$ cat config.mk
export PLATFORM = sky130hd
export DESIGN_NAME = pbd_front_flat
export DESIGN_NICKNAME = d
export VERILOG_FILES = /design/src/sv/pbd_pkg.sv /design/src/sv/pbd_if.sv /design/src/sv/pbd_front.sv /design/src/flat_wrapper.sv
export SDC_FILE = /design/constraint.sdc
export NUM_CORES = 1
export LEC_CHECK = 0
export ABC_CLOCK_PERIOD_IN_PS = 1500
export BUFFER_PORTS_ARGS = -buffer_cell sky130_fd_sc_hd__clkbuf_2
export CAP_MARGIN = 15
export CORE_MARGIN = 5
export CORE_UTILIZATION = 45
export DETAILED_ROUTE_END_ITERATION = 6
export MAX_ROUTING_LAYER = met4
export PLACE_DENSITY = 0.76
export SLEW_MARGIN = 20
export SYNTH_ARGS = -nofsm -noshare
export SYNTH_HDL_FRONTEND = slang
export SYNTH_SLANG_ARGS = --single-unit
$ cat constraint.sdc
create_clock -name clk_i -period 1.5 [get_ports clk_i]
set_clock_uncertainty 0.05 [all_clocks]
set_input_delay 0.15 -clock clk_i [delete_from_list [all_inputs] [get_ports clk_i]]
set_output_delay 0.15 -clock clk_i [all_outputs]
set_load 0.03 [all_outputs]
$ cat src/sv/pbd_pkg.sv
`timescale 1ns / 1ps

package pbd_pkg;

  // Fixed field widths.
  localparam int PIX_W    = 8;
  localparam int IDX_W    = 17;
  localparam int SUM_W    = 25;
  localparam int CNT_W    = 18;
  localparam int LOW_W    = 7;
  localparam int IDX_SPAN = 1 << IDX_W;

  localparam int DEFAULT_MAX_PIXELS = 131072;
  localparam int QUEUE_DEPTH        = 4;

  localparam logic [PIX_W-1:0] THRESHOLD_RESET = 8'd60;
  localparam logic [PIX_W-1:0] LUM_START       = 8'd100;
  localparam logic [PIX_W-1:0] SNAP_LIMIT      = 8'd3;
  localparam logic [SUM_W-1:0] SUM_MAX         = {SUM_W{1'b1}};
  localparam logic [CNT_W-1:0] COUNT_MAX       = {CNT_W{1'b1}};

  // One pixel as it travels from the front end to the back end.
  typedef struct packed {
    logic [PIX_W-1:0] pixel;
    logic [IDX_W-1:0] idx;
    logic             frame_end;
    logic             first;
  } pbd_item_t;

  // Number of compare-and-subtract steps needed to fold a pixel index into
  // a store whose depth is not a power of two; zero when a mask suffices.
  function automatic int red_steps(input int max_px);
    int k;
    k = 0;
    if (max_px >= IDX_SPAN || (max_px & (max_px - 1)) == 0) begin
      return 0;
    end
    while ((max_px << (k + 1)) < IDX_SPAN) begin
      k++;
    end
    return k + 1;
  endfunction

endpackage

$ cat src/sv/pbd_if.sv
`timescale 1ns / 1ps

interface pbd_in_if;
  import pbd_pkg::*;
  logic             valid;
  logic             ready;
  logic [PIX_W-1:0] pixel;
  logic [IDX_W-1:0] pixel_index;
  logic             frame_end;

  modport source (output valid, pixel, pixel_index, frame_end, input ready);
  modport sink (input valid, pixel, pixel_index, frame_end, output ready);
endinterface


$ cat src/sv/pbd_front.sv
`timescale 1ns / 1ps

module pbd_front import pbd_pkg::*; #(
  parameter int MAX_PIXELS = DEFAULT_MAX_PIXELS
) (
  input  logic      clk_i,
  input  logic      rst_ni,
  pbd_in_if.sink    pix_i,
  input  logic      full_i,
  output logic      push_o,
  output pbd_item_t push_item_o
);

  localparam int RedSteps = red_steps(MAX_PIXELS);
  localparam int CntW     = (RedSteps > 1) ? $clog2(RedSteps) : 1;
  localparam logic [IDX_W-1:0] FastMask =
    (MAX_PIXELS >= IDX_SPAN) ? {IDX_W{1'b1}} : IDX_W'(MAX_PIXELS - 1);

  logic            first_q, first_d;
  logic            busy_q, busy_d;
  logic [CntW-1:0] cnt_q, cnt_d;
  pbd_item_t       work_q, work_d;
  pbd_item_t       stepped;
  logic [IDX_W-1:0] sub;
  logic            accept;

  assign pix_i.ready = !busy_q && !full_i;
  assign accept      = pix_i.valid && pix_i.ready;

  always_comb begin
    first_d     = first_q;
    busy_d      = busy_q;
    cnt_d       = cnt_q;
    work_d      = work_q;
    push_o      = 1'b0;
    push_item_o = work_q;
    // One fold step per cycle, largest multiple of the store depth first.
    sub     = IDX_W'(MAX_PIXELS) << cnt_q;
    stepped = work_q;
    if (work_q.idx >= sub) begin
      stepped.idx = work_q.idx - sub;
    end

    if (accept) begin
      if (pix_i.frame_end) begin
        first_d = 1'b0;
      end
      work_d.pixel     = pix_i.pixel;
      work_d.idx       = pix_i.pixel_index;
      work_d.frame_end = pix_i.frame_end;
      work_d.first     = first_q;
      if (RedSteps == 0) begin
        push_o               = 1'b1;
        push_item_o          = work_d;
        push_item_o.idx      = pix_i.pixel_index & FastMask;
      end else begin
        busy_d = 1'b1;
        cnt_d  = CntW'(RedSteps - 1);
      end
    end else if (busy_q) begin
      work_d = stepped;
      cnt_d  = cnt_q - 1'b1;
      if (cnt_q == '0) begin
        busy_d      = 1'b0;
        push_o      = 1'b1;
        push_item_o = stepped;
      end
    end
  end

  always_ff @(posedge clk_i or negedge rst_ni) begin
    if (!rst_ni) begin
      first_q <= 1'b1;
      busy_q  <= 1'b0;
      cnt_q   <= '0;
    end else begin
      first_q <= first_d;
      busy_q  <= busy_d;
      cnt_q   <= cnt_d;
    end
  end

  always_ff @(posedge clk_i) begin
    work_q <= work_d;
  end

endmodule

$ cat src/flat_wrapper.sv
// flat-port wrapper written by rule: the top's interface ports become plain ports
module pbd_front_flat import pbd_pkg::*;
#(
  parameter int MAX_PIXELS = DEFAULT_MAX_PIXELS
)
  (clk_i, rst_ni, full_i, push_o, push_item_o, pix_i_valid, pix_i_pixel, pix_i_pixel_index, pix_i_frame_end, pix_i_ready);
  pbd_in_if pix_i_i ();
  input  logic clk_i;
  input  logic rst_ni;
  input  logic full_i;
  output logic push_o;
  output pbd_item_t push_item_o;
  input wire logic [$bits(pix_i_i.valid)-1:0] pix_i_valid;
  input wire logic [$bits(pix_i_i.pixel)-1:0] pix_i_pixel;
  input wire logic [$bits(pix_i_i.pixel_index)-1:0] pix_i_pixel_index;
  input wire logic [$bits(pix_i_i.frame_end)-1:0] pix_i_frame_end;
  output wire logic [$bits(pix_i_i.ready)-1:0] pix_i_ready;
  assign pix_i_i.valid = pix_i_valid;
  assign pix_i_i.pixel = pix_i_pixel;
  assign pix_i_i.pixel_index = pix_i_pixel_index;
  assign pix_i_i.frame_end = pix_i_frame_end;
  assign pix_i_ready = pix_i_i.ready;
  pbd_front #(.MAX_PIXELS(MAX_PIXELS)) u_core (.clk_i(clk_i), .rst_ni(rst_ni), .pix_i(pix_i_i), .full_i(full_i), .push_o(push_o), .push_item_o(push_item_o));
endmodule
==> results of run 1 <==
[power by group]
part           internal, mW  switching (mW)
Combinational         0.314           0.264
Clock                 0.488           0.304
Sequential            0.960          0.0171
Total                  1.76           0.585
[flip-flops by register name, indices dropped and copies added (netlist names)]
register and flops:
u_core.first_q 1, u_core.stepped 10, u_core.cnt_q 1, u_core.busy_q 1, u_core.work_q 17
[worst min path at each step]
stage	startpoint	slack, ns	depth (start not counted)	endpoint
finish	pix_i_frame_end	0.009	2	u_core.first_q
floorplan	rst_ni	-0.20	0	u_core.busy_q
CTS	pix_i_frame_end	0.009	2	u_core.first_q
global route	pix_i_frame_end	0.03	2	u_core.first_q
global placement	rst_ni	-0.1	1	u_core.cnt_q
detailed placement	rst_ni	-0.09	1	u_core.busy_q
[synth_stat cells, drive strengths merged]
cell	count	area (sq um)
mux2	41	601
edfxtp	27	811
and2	11	68.8
buf	9	114
a21o	2	15.0
dfrtp	2	50.1
inv	2	7.51
a21boi	1	7.51
dfstp	1	26.3
nor2	1	3.75
nor3b	1	12.5
xor2	1	8.76
[final cells by class]
cell class	count	area, sq um	area share
clock buffer	5	68.8	0.0276
clock inverter	3	40.0	0.0160
inverter	2	7.51	0.00301
multi-input combinational	58	739	0.296
sequential	30	887	0.356
tap	48	60.1	0.0241
timing repair buffer	76	692	0.277
[logic make-up after synthesis]
family,count (synthesis)
buffers and inverters,11
DFF,30
and+or+nand+nor,13
xor gates and xnor gates,1
muxes,41
AOI/OAI and AO/OA,3
[per-layer routing]
layer  routed length (um)  track usage  share of wire  vias to the layer above
met5                    0            -              0                        -
met4                   16       0.0564         0.0045                        0
met3                  178       0.0554          0.050                        2
met2                 1830        0.236           0.52                       31
met1                 1530        0.166           0.43                      513
li1                     -            -              -                      511
[through the flow]
step | hold slack (ns) | std cells
2_1_floorplan | -0.196 | 99
3_3_place_gp | -0.0968 | 205
3_5_place_dp | -0.0926 | 205
4_1_cts | 0.00871 | 219
5_1_grt | 0.0294 | 222
6_report | 0.00853 | 222
[what timing repair did]
item,4_1_cts,5_1_grt
hold buffers,1,0
gates resized for setup,28,66
hold endpoints to repair,3,0
setup buffers,3,4
gates cloned,2,2
endpoints found under the setup margin,49,66
pin swaps,1,1
==> flow_summary.ini, run 1 <==
[outcome]
status = finished, violations left
violations = setup timing

[yosys]
synth.distinct_cells = 17
syn_avg_cell_area_sq_um = 17.4
ys_ff_latch = 30
synth-adder-area-share = 0
synth_compound_area_frac = 0.0131
ys_warn_count = 0
syn_nets = 129
yosysSeqAreaShare = 0.514
synthesis.instances = 99
synth_xor_area_frac = 0.00508
syn_area_sq_mm = 0.00173
synthMuxAreaShare = 0.348
synth_top_family_by_area = multiplexers
synthSimpleGateAreaFrac = 0.0493

[power_and_ir_drop]
p_per_area_mw_per_mm2 = 940
vdd_drop_max_mv = 0.547
power_leakage_nw = 1.13
p_total_mw = 2.35

[sta]
max-slew-margin-rel = 0.747
period_needed_ns = 1.91
clock.fmax_mhz = 525
final_min_period_over_clock_period = 1.27
tightest_slew_ns = 0.380
hold_viol = 0
tns_ns = -13.30
postLayoutSetupSlackWorst_ns = -0.407
setup_viol = 45
rsz0062_at_grt = yes
slew_viol_final = 0

[critical_path]
slowest_stage = dfrtp_1
path_max_fanout = 9
crit_path_cell_trace = nor3b_4, buf_12, buf_12, mux2_4, buf_2
r2r_cells = 5
reg2reg_to = u_core.work_q[4]
r2r_slack_ns = -0.18
worst_setup_path_end_kind = output pin
required_ns = 1.30
r2r-start = u_core.busy_q
crit_family = buffers and inverters
endpoint = push_item_o[25]
worstSetupStartpointType = register
crit_start = u_core.busy_q
critPathKind = reg -> out
max_stage_delay_ns = 0.41
critical_path.most_common_cell = buf_12
cp_num_cells = 5
critical_path_buf_inv_count = 3
crit_arrival_ns = 1.71

[clock_tree]
cts_buffer_depth = 2
insertion_delay_ns = 0.28
cts_made_buffers = 5
h-tree-depth = 2
cts.clk_slew.worst_paths_ns = 0.06
clockRootBuffer = clkbuf_8
cts_tree = done
clock_sinks = 30

[die]
die_h_um = 71.9
die-area_sq_mm = 0.00517
coreArea_sq_mm = 0.00369
die-width_um = 71.9
start_util = 0.468
rows = 22
io_pins = 59

[layout]
final_area_sq_mm = 0.00249
final_common_cell = mux2_4
postLayoutCoreUtil = 0.676
n_antenna_cell = 0
syn2layout_area_growth_pct = 44.6
layout_common_cells = 41 x mux2_4, 30 x clkbuf_2, 27 x edfxtp_1
final_layout_size_suffix_gt1_frac = 0.730
fillers = 274
final_nets = 203

[grt]
grt_usage = 0.147
grt_max_degree = 19
overflow = 0
grt_pass1_vias = 1100
grt_pass1_wl_mm = 5.52
antenna_found_initial = 0

[placement]
gp_congestion = 0.709
io_buffer_count = 58
place_ws_ns = -0.172
placed_cell_area_sq_mm = 0.00205
dp_hpwl_mm = 2.25

[routing]
drt_iter0_markers = 43
ant_nets = 0
routed_wl_mm = 3.56
first_pass_iters = 4
vias = 1057
drc = 0
viasPerCell = 4.76
wire_per_inst_um = 16.0

[flow_run]
drv_cap = 0

[min_path]
min_path_type = in -> reg
Power figures use the tool's default switching activity.
==> run 2: changes to the inputs <==
--- a/config.mk
+++ b/config.mk
@@ -9,10 +9,10 @@
 export BUFFER_PORTS_ARGS = -buffer_cell sky130_fd_sc_hd__clkbuf_2
 export CAP_MARGIN = 15
 export CORE_MARGIN = 5
-export CORE_UTILIZATION = 45
+export CORE_UTILIZATION = 47
+export CTS_BUF_LIST = sky130_fd_sc_hd__clkbuf_2
 export DETAILED_ROUTE_END_ITERATION = 6
-export MAX_ROUTING_LAYER = met4
-export PLACE_DENSITY = 0.76
+export PLACE_DENSITY = 0.79
 export SLEW_MARGIN = 20
 export SYNTH_ARGS = -nofsm -noshare
 export SYNTH_HDL_FRONTEND = slang
==> run 2 against run 1 <==
  * Register-to-register slack improved by 0.04 ns
  * Clock-buffer cell count rose by 2
  * Via count rose by 1.0%
  * Non-clock buffer count rose by 2
  * First-iteration DRC count fell by 44%
  * Routed wire length rose by 4.7%
  * The flow still finishes with violations (setup timing)
  * Global-route usage rose by 0.73 points
==> flow_summary.ini, run 2 (synthesized netlist as in run 1, its figures left out) <==
[critical_path]
r2r_slack_ns = -0.14
required_ns = 1.30
worstSetupStartpointType = register
crit_arrival_ns = 1.78
critPathKind = reg -> out
worst_setup_path_end_kind = output pin
path_max_fanout = 11
r2r_cells = 5

[routing]
routed_wl_mm = 3.72
first_pass_iters = 4
vias = 1068
wire_per_inst_um = 16.6
viasPerCell = 4.77
ant_nets = 0
drc = 0
drt_iter0_markers = 24

[die]
coreArea_sq_mm = 0.00361
rows = 22
die-area_sq_mm = 0.00498
io_pins = 59
die_h_um = 70.6
die-width_um = 70.6
start_util = 0.478

[outcome]
violations = setup timing
status = finished, violations left

[sta]
hold_viol = 0
slew_viol_final = 0
hold-worst-slack_ns = 0.0492
final_min_period_over_clock_period = 1.32
tns_ns = -13.97
clock.fmax_mhz = 504
setup_viol = 51
postLayoutSetupSlackWorst_ns = -0.485
rsz0062_at_grt = yes
tightest_slew_ns = 0.408
period_needed_ns = 1.98
max-slew-margin-rel = 0.728

[layout]
syn2layout_area_growth_pct = 50.8
fillers = 234
final_layout_size_suffix_gt1_frac = 0.744
final_cell_count_no_fill = 224
n_antenna_cell = 0
multi_input_area_sq_um = 744
final_nets = 205
largest-register = u_core.work_q
largest_reg_flops = 17
ff_latch_area_sq_um = 887
layout_common_cells = 39 x mux2_4, 36 x clkbuf_2, 27 x edfxtp_1
final_area_sq_mm = 0.00260
final_common_cell = mux2_4

[placement]
gp_congestion = 0.709
io_buffer_count = 58
placed_cell_area_sq_mm = 0.00205
dp_hpwl_mm = 2.21
dp.cells = 203

[grt]
overflow = 0
grt_pass1_vias = 1215
grt_max_degree = 18
grt_usage = 0.154
antenna_found_initial = 0
grt_pass1_wl_mm = 6.04

[clock_tree]
insertion_delay_ns = 0.35
cts_made_buffers = 5
cts_buffer_depth = 2
clockRootBuffer = clkbuf_2
cts.clk_slew.worst_paths_ns = 0.14
cts_tree = done
h-tree-depth = 2
clock_sinks = 30

[power_and_ir_drop]
p_seq_frac = 0.445
p_sw_mw = 0.566
combinationalPowerShare = 0.296
switching_share = 0.258
p_per_area_mw_per_mm2 = 842
vdd_drop_max_mv = 0.558
p_int_mw = 1.63
power_leakage_nw = 1.17
pwr-share-clk = 0.259

[min_path]
min_path_type = in -> async

[flow_run]
drv_cap = 0
==> run 2: changes by cell type in the layout (fill, tap and decap cells not counted), moves of 3 or more <==
cell           change
and2_4             +5
buf_8             +22
clkbuf_2           +6
dlygate4sd3_1      +3
buf_6             -16
buf_2              -7
and2_1             -5
==> run 2: stage by stage <==
stage           util  power (mW)  worst slack, ns
2_1_floorplan      -        1.34          -0.0772
6_report       0.722        2.19           -0.485
4_1_cts        0.710        2.17           -0.516
3_5_place_dp   0.567        1.44           -0.197
5_1_grt        0.722        2.29           -0.581
3_3_place_gp   0.567        1.43           -0.140
==> run 2: critical path, stage by stage (launching register included) <==
cell and delay (ns):
dfrtp_1 0.43, nor3b_4 0.20, buf_6 0.15, buf_12 0.15, mux2_2 0.35, clkbuf_8 0.16
==> run 2: worst paths after layout <==
path / end / from
max in group asynchronous: u_core.first_q / rst_ni
hold / removal: u_core.cnt_q / rst_ni
setup reg to reg: u_core.work_q[16] / u_core.busy_q
min in group clk_i: u_core.stepped[24] / pix_i_pixel[5]
hold reg to reg: u_core.cnt_q / u_core.cnt_q
setup / recovery: push_item_o[6] / u_core.busy_q
==> run 2: area by class of cell <==
type                       instances  share of cell area
sequential                        30               0.341
timing repair buffer              78               0.322
multi-input combinational         58               0.286
tap                               48              0.0231
clock buffer                       7              0.0135
clock inverter                     1              0.0115
inverter                           2             0.00288
==> run 2: power groups by stage <==
stage | registers (mW) | logic [mW] | clock network (mW)
floorplan | 0.986 | 0.350 | 0
global placement | 0.990 | 0.441 | 0
detailed placement | 0.992 | 0.450 | 0
CTS | 0.974 | 0.610 | 0.588
global route | 0.980 | 0.677 | 0.631
finish | 0.975 | 0.649 | 0.568
==> run 2: routing by layer <==
metal	wire, um	track usage	vias to the layer above
met4	54	0.0438	0
met1	1500	0.172	504
li1	-	-	514
met3	269	0.0611	7
met2	1890	0.271	43
met5	0	0	-
==> run 2: repair_timing <==
action                                  4_1_cts  5_1_grt
buffers inserted                              7        0
resized for setup                            73       28
cloned                                        3        0
pin swaps                                     1        0
hold buffers                                  2        2
endpoints found under the setup margin       65       67
endpoints found under the hold margin         4        2
