## src/sv/pbd_pkg.sv

```systemverilog
`timescale 1ns / 1ps

package pbd_pkg;

  // Fixed field widths.
  localparam int PIX_W    = 8;
  localparam int IDX_W    = 17;
  localparam int SUM_W    = 25;
  localparam int CNT_W    = 18;
  localparam int LOW_W    = 7;
  localparam int IDX_SPAN = 1 << IDX_W;

  localparam int DEFAULT_MAX_PIXELS = 131072;
  localparam int QUEUE_DEPTH        = 4;

  localparam logic [PIX_W-1:0] THRESHOLD_RESET = 8'd60;
  localparam logic [PIX_W-1:0] LUM_START       = 8'd100;
  localparam logic [PIX_W-1:0] SNAP_LIMIT      = 8'd3;
  localparam logic [SUM_W-1:0] SUM_MAX         = {SUM_W{1'b1}};
  localparam logic [CNT_W-1:0] COUNT_MAX       = {CNT_W{1'b1}};

  // One pixel as it travels from the front end to the back end.
  typedef struct packed {
    logic [PIX_W-1:0] pixel;
    logic [IDX_W-1:0] idx;
    logic             frame_end;
    logic             first;
  } pbd_item_t;

  // Number of compare-and-subtract steps needed to fold a pixel index into
  // a store whose depth is not a power of two; zero when a mask suffices.
  function automatic int red_steps(input int max_px);
    int k;
    k = 0;
    if (max_px >= IDX_SPAN || (max_px & (max_px - 1)) == 0) begin
      return 0;
    end
    while ((max_px << (k + 1)) < IDX_SPAN) begin
      k++;
    end
    return k + 1;
  endfunction

endpackage

```

## src/sv/pbd_queue.sv

```systemverilog
`timescale 1ns / 1ps

module pbd_queue import pbd_pkg::*; (
  input  logic      clk_i,
  input  logic      rst_ni,
  input  logic      push_i,
  input  pbd_item_t push_item_i,
  output logic      full_o,
  input  logic      pop_i,
  output pbd_item_t head_o,
  output logic      empty_o
);

  localparam int PtrW = $clog2(QUEUE_DEPTH);

  pbd_item_t     slots_q [QUEUE_DEPTH];
  logic [PtrW:0] wr_q, rd_q;

  assign empty_o = wr_q == rd_q;
  assign full_o  = (wr_q[PtrW-1:0] == rd_q[PtrW-1:0]) && (wr_q[PtrW] != rd_q[PtrW]);
  assign head_o  = slots_q[rd_q[PtrW-1:0]];

  always_ff @(posedge clk_i or negedge rst_ni) begin
    if (!rst_ni) begin
      wr_q <= '0;
      rd_q <= '0;
    end else begin
      if (push_i) begin
        wr_q <= wr_q + 1'b1;
      end
      if (pop_i) begin
        rd_q <= rd_q + 1'b1;
      end
    end
  end

  always_ff @(posedge clk_i) begin
    if (push_i) begin
      slots_q[wr_q[PtrW-1:0]] <= push_item_i;
    end
  end

endmodule

```

## config.mk

```make
export PLATFORM = sky130hd
export DESIGN_NAME = pbd_queue
export DESIGN_NICKNAME = d
export VERILOG_FILES = /design/src/sv/pbd_pkg.sv /design/src/sv/pbd_queue.sv
export SDC_FILE = /design/constraint.sdc
export NUM_CORES = 1
export LEC_CHECK = 0
export ABC_AREA = 1
export BUFFER_PORTS_ARGS = -buffer_cell sky130_fd_sc_hd__clkbuf_2
export CAP_MARGIN = 20
export CORE_MARGIN = 4
export CORE_UTILIZATION = 52
export DETAILED_ROUTE_END_ITERATION = 7
export PLACE_DENSITY = 0.73
export SETUP_SLACK_MARGIN = 0.1
export SYNTH_ARGS = -nofsm -noshare
export SYNTH_HDL_FRONTEND = slang
export SYNTH_SLANG_ARGS = --single-unit
export TNS_END_PERCENT = 5
```

## constraint.sdc

```tcl
create_clock -name clk_i -period 4.4 [get_ports clk_i]
set_input_delay 0.88 -clock clk_i [delete_from_list [all_inputs] [get_ports clk_i]]
set_output_delay 0.88 -clock clk_i [all_outputs]
set_load 0.05 [all_outputs]
```

==> results.txt, run 1 <==
The number of register bits inferred by synthesis came out at around 110. The number of global-route vias before repair is ~3,000. The worst hold-check path type is input pin to async pin. The die covers 10,700 sq um. The power share of the sequential group came out at 32.2%. After the first detailed-routing iteration, the DRC count stood at 168. The total core area came out at 8810 sq um.

The run finished with clean final reports. The depth of the CTS H-tree is 4. The number of core rows came out at 34.

edfxtp_1 takes more of the synthesized area than any other cell. The number of warnings printed during yosys synthesis is 0. The clock skew after layout is between 0.006 and 0.007 ns.

In the routed layout, each cell is associated on average with a via count of 4.97. Timing would allow up to 298 MHz. Of the total power, the share spent switching nets is a little over two fifths. The number of antenna violations at the first check in global routing came out at 0.

The routed design has 8990 um of wire. Sorting the synthesized cells by area gives the leading types as edfxtp_1 (68%), nand2_1 (14%), dfrtp_1 (3.2%), or2_2 (3.0%), nand3_1 (2.8%). The top cell types in the final layout, fill and taps aside, are nand2_1 (176), edfxtp_1 (108), clkbuf_2 (59), inv_1 (35), nand3_1 (27). The measured slew at the worst slew-check pin is 0.823 ns.

TritonCTS built the clock tree. From bottom edge to top edge, the die measures 104 um. In this run, post-CTS hold repair placed 0 buffers. The post-route worst hold slack is 0.198 ns. The total routing resource utilization after global routing is 17.4%. The repair_antennas step left the layout with diodes totalling 0.

The most common cell after layout, fill and taps aside is nand2_1. The total clock buffers created by CTS came out at 17. The net count after synthesis came out at 449. The worst path uses 76.2% of the clock period.

Setup repair after global routing left no endpoint under its margin. Grouping stages by cell kind, the critical path spends the most delay in flip-flops. The total overflow reported by the global router came out at 0. The critical path crosses 5 cells after its start point. The final cell utilization of the core is ~65%.

The clock network fraction of total power is 29.3%. The delay of the slowest cell on the worst path is 0.90 ns. STA puts the critical path data required time at 3.52 ns. The initial cell density of the core came out at between 50% and 60%. The average size of a mapped cell came out at ~11 sq um. The worst reg2reg path depth came out at 5. The synthesized netlist contains 19 unique library cells. Entering global routing, the biggest net connects a little over 50 pins. The final weighted congestion of routability-driven global placement came out at 0.771. The number of max-capacitance violations reported came out at 0. The signal on the critical path passes through buf_4 -> or2_2 -> nand3_1 -> nand2_1 -> clkbuf_2. The minimum period implied by the final worst setup slack came out at 3.35 ns. The clock latency reported for the late side of the worst-skew pair came out at roughly 0.5 ns.

In this run the worst setup path begins at rd_q[0]. The x dimension of the die is slightly above 100 um. The layout overhead on the synthesized area came out at 21.2%. The critical path contains buffers and inverters numbering 2 combined. The slowest library cell on the worst path is dfrtp_2. VDD sags by at most just over 0.5 mV. The count of buffers added by post-CTS timing repair for setup is 0. The power density relative to cell area came out at 836 nW/um^2.

The worst-case headroom to the max-slew limit is between 40% and 50%. The cell at the root of the clock tree is clkbuf_8. Setup violations remaining at the end of the flow were counted as 0. The worst setup path is captured at an output port. The sort of element at the start of the critical path is a flop. Gates resized during post-CTS repair numbered 0.

The global-route wire length before repair is 14,500 um. The instance count of the mapped netlist is 413. The total half-perimeter wirelength after legalization and detailed placement is 5260 um. The internal cell power is 2.80 mW. The count of unresolved DRC violations after routing came out at 0. In this run the remaining antenna-violating nets after routing total 0.

The clock slew at the register clock pins of the worst setup and hold paths is 0.06 ns. In this run the critical register-to-register path is launched from wr_q[1]. The endpoint of the worst setup timing path is head_o[8]. The destination of the worst register-to-register timing path is slots_q[1][14]. The final-stage net count is around 520.

The share of power burned in combinational logic came out at 38.5%. The part of the Yosys area used for sequential elements came out at 71.5%. The max-slew violation total from the final report is 0.

The total leakage power is 2.54 nW. The number of endpoints with negative hold slack in the final report is 0. The highest fanout seen on the critical path is 50.

The endpoint arrival time on the critical path is 2.47 ns. The clock passes through at most 2 buffers. The share of the synthesized area in the top cell type is ~70%. The sum of negative setup slack came out at 0 ns. The quantity of I/O buffers inserted on ports is slightly below 60. The clock drives 114 sinks. The share of post-route cells with drive strength above 1 came out at between 20 and 25%. The cell area that synthesis handed to floorplanning was 4750 sq um. The average detailed-routed wire length per instance came out at 15.0 um. By startpoint and endpoint, the worst setup path is classified as flop to output port. The flop-to-flop setup slack is 2.51 ns.

The final route contains 2,985 vias. The boundary pin count came out at 60. The count of TritonRoute iterations in the first routing pass came out at 4. The switching power total is 2.01 mW.
-- cell usage after synthesis, drive strengths merged --
master,instances
dfrtp,6
nand2,176
o21ai,2
inv,36
nor2,2
edfxtp,108
clkbuf,3
or2,27
buf,15
nand3,27
ha,5
xnor2,2
xor2,4
-- layout make-up --
class | instances | area [sq um]
clock buffer | 17 | 414
multi-input combinational | 245 | 1100
fill | 642 | 3050
tap | 108 | 135
sequential | 114 | 3390
clock inverter | 15 | 208
inverter | 36 | 138
timing repair buffer | 66 | 368
-- stage by stage --
step           power [mW]  instance area [sq um]  setup WS (ns)  std cells
2_1_floorplan        3.01                   4750           2.08        413
3_3_place_gp         3.37                   5100           1.60        568
3_5_place_dp         3.41                   5100           1.54        568
4_1_cts              4.83                   5730          0.985        600
5_1_grt              5.08                   5750          0.866        601
6_report             4.81                   5750           1.05        601
-- cells by family (layout without fill, tap and decap cells) --
family / count (synthesis) / count (layout) / share of synthesized area, %
flops: 114 / 114 / 71.5
simple gates: 232 / 232 / 20.5
compound gates: 2 / 2 / 0.211
buf+inv: 54 / 134 / 5.43
xor+xnor: 6 / 6 / 1.11
fa+ha+maj: 5 / 5 / 1.32
-- flip-flops by register name (all words and copies together) (netlist names) --
| signal | cells |
|---|---|
| rd_q | 3 |
| slots_q | 108 |
| wr_q | 3 |
-- worst register-to-register path: stages (launching register included) --
cell and delay [ns]:
dfrtp_1 0.41, inv_1 0.12, ha_1 0.16, nand2_1 0.04
inv_1 0.43, buf_4 0.39
-- power by group through the flow --
| stage | Sequential [mW] | Combinational [mW] | Clock [mW] |
|---|---|---|---|
| after global placement | 1.56 | 1.81 | 0 |
| after global routing | 1.57 | 2.01 | 1.49 |
| after floorplan | 1.50 | 1.51 | 0 |
| final | 1.55 | 1.85 | 1.41 |
| after detailed placement | 1.57 | 1.84 | 0 |
| after CTS | 1.55 | 1.85 | 1.43 |
-- worst min-delay path by stage --
stage | startpoint | to | slack, ns | depth (start not counted)
detailed placement | wr_q[2] | wr_q[2] | 0.53 | 1
CTS | rst_ni | wr_q[2] | 0.18 | 1
global placement | wr_q[2] | wr_q[2] | 0.52 | 1
floorplan | wr_q[2] | wr_q[2] | 0.50 | 1
global route | rst_ni | wr_q[2] | 0.18 | 1
finish | rst_ni | rd_q[2] | 0.20 | 1
-- per-layer routing --
metal / part of all wire, % / vias to the layer above / track usage, % / routed length, um
li1: - / 1480 / - / -
met1: 42 / 1410 / 20.9 / 3760
met2: 51 / 90 / 30.0 / 4540
met3: 7.3 / 5 / 5.78 / 654
met4: 0.46 / 0 / 5.13 / 41
met5: 0 / - / 0 / 0
Power figures use the tool's default switching activity.
==> inputs of run 2 (changes only) <==
==> constraint.sdc (replaced) <==
create_clock -name clk_i -period 3.4 [get_ports clk_i]
set_input_delay 0.68 -clock clk_i [delete_from_list [all_inputs] [get_ports clk_i]]
set_output_delay 0.68 -clock clk_i [all_outputs]
set_load 0.05 [all_outputs]
==> results.txt, run 2 (synthesized netlist as in run 1, its figures left out) <==
The global-route wire length before repair is 14,700 um. The worst path setup slack after routing is 0.463 ns. The initial utilization of the core area, before any placement, comes to 53.9%. The share of total power dissipated in combinational logic is 38.7%. Routability-driven placement finished with a final weighted congestion of 0.715. In this run the worst setup path terminates at head_o[6]. The worst reg2reg path depth is 5. The average via count per standard cell is 4.95. The tree is rooted in a clkbuf_8. After clock tree synthesis, the clock-pin slew on the worst setup and hold paths is 0.05 ns. The slowest library cell on the worst path is dfrtp_2. The clock latency reported for the late side of the worst-skew pair is ~0.51 ns.

The chip height came out at a little over 100 um. The share of total power dissipated in sequential elements is 32.8%. The worst setup path is of the flop to output port kind. CTS saw 114 sinks. The total leakage power is 2.52 nW. The flow ran to the end, and the final reports show no timing, DRC or antenna violations. In the layout the commonest cells are nand2_1 (176), edfxtp_1 (108), clkbuf_2 (59), inv_1 (35), nand3_1 (27). The flop-to-flop setup slack is 1.48 ns. The number of core rows came out at 34. The quantity of I/O buffers inserted on ports is 59.

The layout overhead on the synthesized area came out at 20.3%. The total core area is 8810 sq um. The die outline area is 10,700 sq um.

The origin of the worst setup path is rd_q[0]. Setup repair after global routing left no endpoint under its margin. The peak clock frequency supported by timing is 340 MHz. The worst setup path is launched from a flop. The switching power total is roughly 2.5 mW. The clock network fraction of total power is 28.5%. The share of post-route cells with drive strength above 1 is approximately 24%. The max-slew violation total from the final report is 0. For the worst setup path, the data arrival time is 2.26 ns. The most numerous cell type found on the critical path is nand2_1. The worst-case headroom to the max-slew limit came out at a little over half. The highest fanout seen on the critical path came out at 42. The number of antenna violations at the first check in global routing came out at 0.

The total power of the final layout is roughly 6.1 mW. In this run the horizontal extent of the chip is 104 um. Power spread over the standard cell area amounts to 1070 nW/um^2.

The sum of negative setup slack came out at 0 ns. After routing the design area is 5710 sq um. The destination of the worst register-to-register timing path is slots_q[1][18]. The total overflow reported by the global router is 0.

The boundary pin count is 60. The average detailed-routed wire length per instance came out at 14.3 um. The measured slew at the worst slew-check pin came out at 0.701 ns. The post-route worst hold slack came out at roughly 0.39 ns.

Walking the worst path, the cells encountered are buf_4 -> nand2_1 -> nand2_1 -> nand2_1 -> nand2_1 -> clkbuf_2. The number of flip-flops under the largest register name came out at 108. The routed wire length is 8630 um.

Detailed placement ended at an HPWL of 5460 um. At the end of the flow, the number of nets in the layout was 518. After detailed placement, the total cell area comes to 5120 sq um. The H-tree was split into 4 levels. The data required time of the critical path came out at 2.72 ns. The total routing resource utilization after global routing came out at 17.6%. The number of endpoints with negative hold slack in the final report was 0.

TritonCTS built the clock tree. Prior to clock tree synthesis, the placed netlist has a worst setup slack of 0.972 ns. The via count of the routed design is 2,977. The number of global-route vias before repair came out at 3,027. The repair_antennas step left the layout with diodes totalling 0. The number of max-capacitance violations reported came out at 0. The smallest clock period supported by the final layout is computed as 2.94 ns. The number of nets still failing antenna checks after routing came out at 0. The worst setup path is captured at an output port.

The net switching share of the total power is between 40% and 50%. The violation count after the first detailed-route iteration is 216. The count of TritonRoute iterations in the first routing pass is 4.

The worst hold-check path type is input pin to flop. The final period utilization came out at 86.4%. The total clock buffers created by CTS came out at 17. Entering global routing, the biggest net connects 43 pins. Post-CTS repair changed the size of 0 cells. The delay of the slowest cell on the worst path is 0.81 ns.

The start of the worst register-to-register path is wr_q[1]. The count of unresolved DRC violations after routing came out at 0. The maximum number of buffers from clock root to sink is 2. The maximum vdd drop came out at 0.627 mV. The number of setup violations in the final report is 0. The internal cell power is 3.58 mW. The most common cell after layout, fill and taps aside is nand2_1. For the final database, setup skew stands at 0.00609 ns.
==> run 2: cell type report <==
class | count | area [sq um]
multi-input cells | 245 | 1100
clock inverters | 14 | 170
clock buffers | 17 | 414
repair buffers | 68 | 365
well taps | 108 | 135
inverters | 36 | 138
flip-flops and latches | 114 | 3390
fillers | 692 | 3090
==> run 2: critical path, delay by kind of cell (launching register included) <==
kind / cells / cell delay [ns]
buffers and inverters: 2 / 0.64
DFF: 1 / 0.81
and+or+nand+nor: 4 / 0.27
==> run 2: what timing repair did <==
action                                  CTS  global route
endpoints found under the setup margin    0             0
setup buffers                             0             0
hold buffers                              1             0
endpoints found under the hold margin     6             0
==> run 2: power by group through the flow <==
stage | Clock, mW | Combinational, mW | Sequential, mW
finish | 1.74 | 2.36 | 2.00
global route | 1.84 | 2.58 | 2.02
CTS | 1.76 | 2.40 | 2.00
detailed placement | 0 | 2.39 | 2.02
global placement | 0 | 2.35 | 2.01
floorplan | 0 | 1.95 | 1.94
==> run 2: worst min path at each step <==
stage / startpoint / endpoint / cells after the start
CTS: push_item_i[17] / slots_q[3][17] / 1
detailed placement: rst_ni / rd_q[2] / 1
finish: push_item_i[17] / slots_q[3][17] / 1
floorplan: rst_ni / rd_q[0] / 0
global placement: rst_ni / rd_q[2] / 1
global route: push_item_i[12] / slots_q[1][12] / 1
==> run 2: per-stage QoR <==
stage                     util [%]  std cells
after global routing          64.9        602
final                         64.9        602
after floorplan                  -        413
after detailed placement      58.1        570
after CTS                     64.9        602
after global placement        58.1        570
==> run 2: layer usage <==
metal / GRT usage, % / vias up / wire length [um]
li1: - / 1480 / -
met1: 21.0 / 1397 / 3550
met2: 29.3 / 83 / 4380
met3: 6.22 / 17 / 555
met4: 7.12 / 0 / 150
met5: 0 / - / 0
==> inputs of run 3 (changes only) <==
==> constraint.sdc (replaced) <==
create_clock -name clk_i -period 3.75 [get_ports clk_i]
set_input_delay 0.75 -clock clk_i [delete_from_list [all_inputs] [get_ports clk_i]]
set_output_delay 0.75 -clock clk_i [all_outputs]
set_load 0.05 [all_outputs]
==> results.txt, run 3 (synthesized netlist as in run 1, its figures left out) <==
The number of endpoints with negative hold slack in the final report was 0. The first TritonRoute pass finished after 4 iterations. The total core area came out at 8810 sq um. The combined flip-flop and latch cell area came out at 3390 sq um.

Setup repair after global routing left no endpoint under its margin. Prior to clock tree synthesis, the placed netlist has a worst setup slack of 1.26 ns. For the worst-skew pair, the clock arrives at the later sink with an insertion delay of 0.51 ns. The depth of the CTS H-tree is 4. The total power of the final layout is 5.74 mW.

The number of max-capacitance violations reported came out at 0. The cell at the root of the clock tree is clkbuf_8. The die is 104 um wide.

The met1 layer usage reported by global route came out at 21.5%. The endpoint arrival time on the critical path came out at 2.29 ns. In this run the remaining antenna-violating nets after routing total 0.

The sum of negative setup slack came out at 0 ns. Post-CTS repair changed the size of 0 cells. The filler cell count in the final layout came out at ~650. The tightest min-delay check is of the input pin to async pin type. The worst-case headroom to the max-slew limit came out at between 40% and 50%.

The global routing stage identified its most utilized layer as met2. The area occupied by multi-input gates is between 1000 and 1500 sq um. The data required time of the critical path is around 3 ns.

Setup violations remaining at the end of the flow were counted as 0. The number of core rows is 34. 60 I/O pins were placed.

The global-route wire length before repair is 15,000 um. The highest fanout seen on the critical path came out at 23. In the layout the commonest cells are nand2_1 (176), edfxtp_1 (108), clkbuf_2 (59), inv_1 (35), nand3_1 (27). The clock slew at the register clock pins of the worst setup and hold paths came out at approximately 0.060 ns. The run finished with clean final reports.

The post-route worst hold slack came out at 0.0713 ns. For this block, the via count after detailed routing is 2,964. Dividing the detail-routed via count by the number of cells gives 4.92.

For this run, global-route usage on met2 was measured as 30.3%. TritonCTS built the clock tree. The total overflow reported by the global router is 0. Of the cells placed in the final design, the portion with a size suffix greater than 1 is approximately a quarter. The count of buffers added by post-CTS timing repair for setup came out at 0. The count of antenna diodes in the layout came out at 0.

The final-stage net count came out at between 500 and 600. The setup path with the least slack is of type flop to output port. Leaving out fill and tap cells, the most frequent cell in the layout is nand2_1. Entering global routing, the biggest net connects 40 pins.

The max-slew violation total from the final report came out at 0. The number of sinks handled by clock tree synthesis is 114. The total routing resource utilization after global routing came out at 17.8%.

The maximum vdd drop came out at 0.638 mV. In this run the power density over the cells is 991 nW/um^2. In this run the deepest clock path goes through 2 buffers. The routed wire length is 9000 um. Static timing analysis puts the maximum clock frequency at 329 MHz. The final weighted congestion of routability-driven global placement is 0.729. Counting the buffers created by CTS gives 17. The area after detailed placement is 5140 sq um.

The register with the most flip-flops in the layout has 108 of them. For the pin with the worst max-slew slack, the measured transition is about 0.85 ns. Hold repair after CTS inserted 0 buffers. The violation count after the first detailed-route iteration came out at 171.

The layout overhead on the synthesized area came out at 22.0%. In this run the tool buffered the top-level ports with 59 buffer cells. The number of global-route vias before repair came out at between 3,000 and 4,000. The count of unresolved DRC violations after routing came out at 0.

The minimum period implied by the final worst setup slack came out at 3.04 ns. The worst path setup slack after routing came out at 0.714 ns. The die outline area came out at 10,700 sq um. The clock arrives with 0.00799 ns of skew. The die is 104 um tall. In the finished design, the share of the clock period the worst path needs comes to 81.0%. The sort of element at the start of the critical path is a flop. The total leakage power came out at 2.54 nW. Once the floorplan was initialized, standard cells occupied 53.9% of the core.

The nature of the critical path endpoint is an output port. The average detailed-routed wire length per instance is 15.0 um. The global-route met3 utilization is 5.85%. The post-route cell area came out at between 5000 and 6000 sq um. The number of antenna violations at the first check in global routing came out at 0. The total half-perimeter wirelength after legalization and detailed placement came out at 5380 um.
-- run 3: layer usage --
metal	share of wire, %	routed length (um)
met1	41	3680
met2	52	4690
met3	6.4	577
met4	0.63	57
met5	0	0
-- run 3: area by class of cell --
cell class | instances | share of cell area, %
multi-input combinational | 245 | 18.9
inverter | 36 | 2.38
clock inverter | 15 | 4.13
timing repair buffer | 67 | 6.48
clock buffer | 17 | 7.15
tap | 108 | 2.33
sequential | 114 | 58.6
-- run 3: worst paths after layout --
check	startpoint	endpoint	slack [ns]	cells after the start
hold reg to reg	wr_q[2]	wr_q[2]	0.54	1
hold / removal	rst_ni	rd_q[2]	0.07	1
setup / recovery	rd_q[1]	head_o[15]	0.71	5
setup reg to reg	wr_q[0]	slots_q[0][0]	1.80	5
min in group clk_i	push_item_i[24]	slots_q[0][24]	0.46	1
max in group asynchronous	rst_ni	rd_q[0]	3.50	1
-- run 3: worst max-delay path: stages, from the launching register on --
cell and delay (ns):
dfrtp_1 0.40, inv_1 0.63, buf_4 0.29, nand3_1 0.09
nand2_1 0.09, clkbuf_2 0.28
-- run 3: power by group --
group	total (mW)	internal, mW	switching (mW)
clock	1.75	1.21	0.543
combinational	2.19	0.527	1.66
sequential	1.81	1.67	0.136
total	5.74	3.41	2.34
-- run 3: stage by stage --
stage	cells	util (%)
CTS	602	65.8
floorplan	413	-
global placement	569	58.1
finish	602	65.8
global route	602	65.8
detailed placement	570	58.4
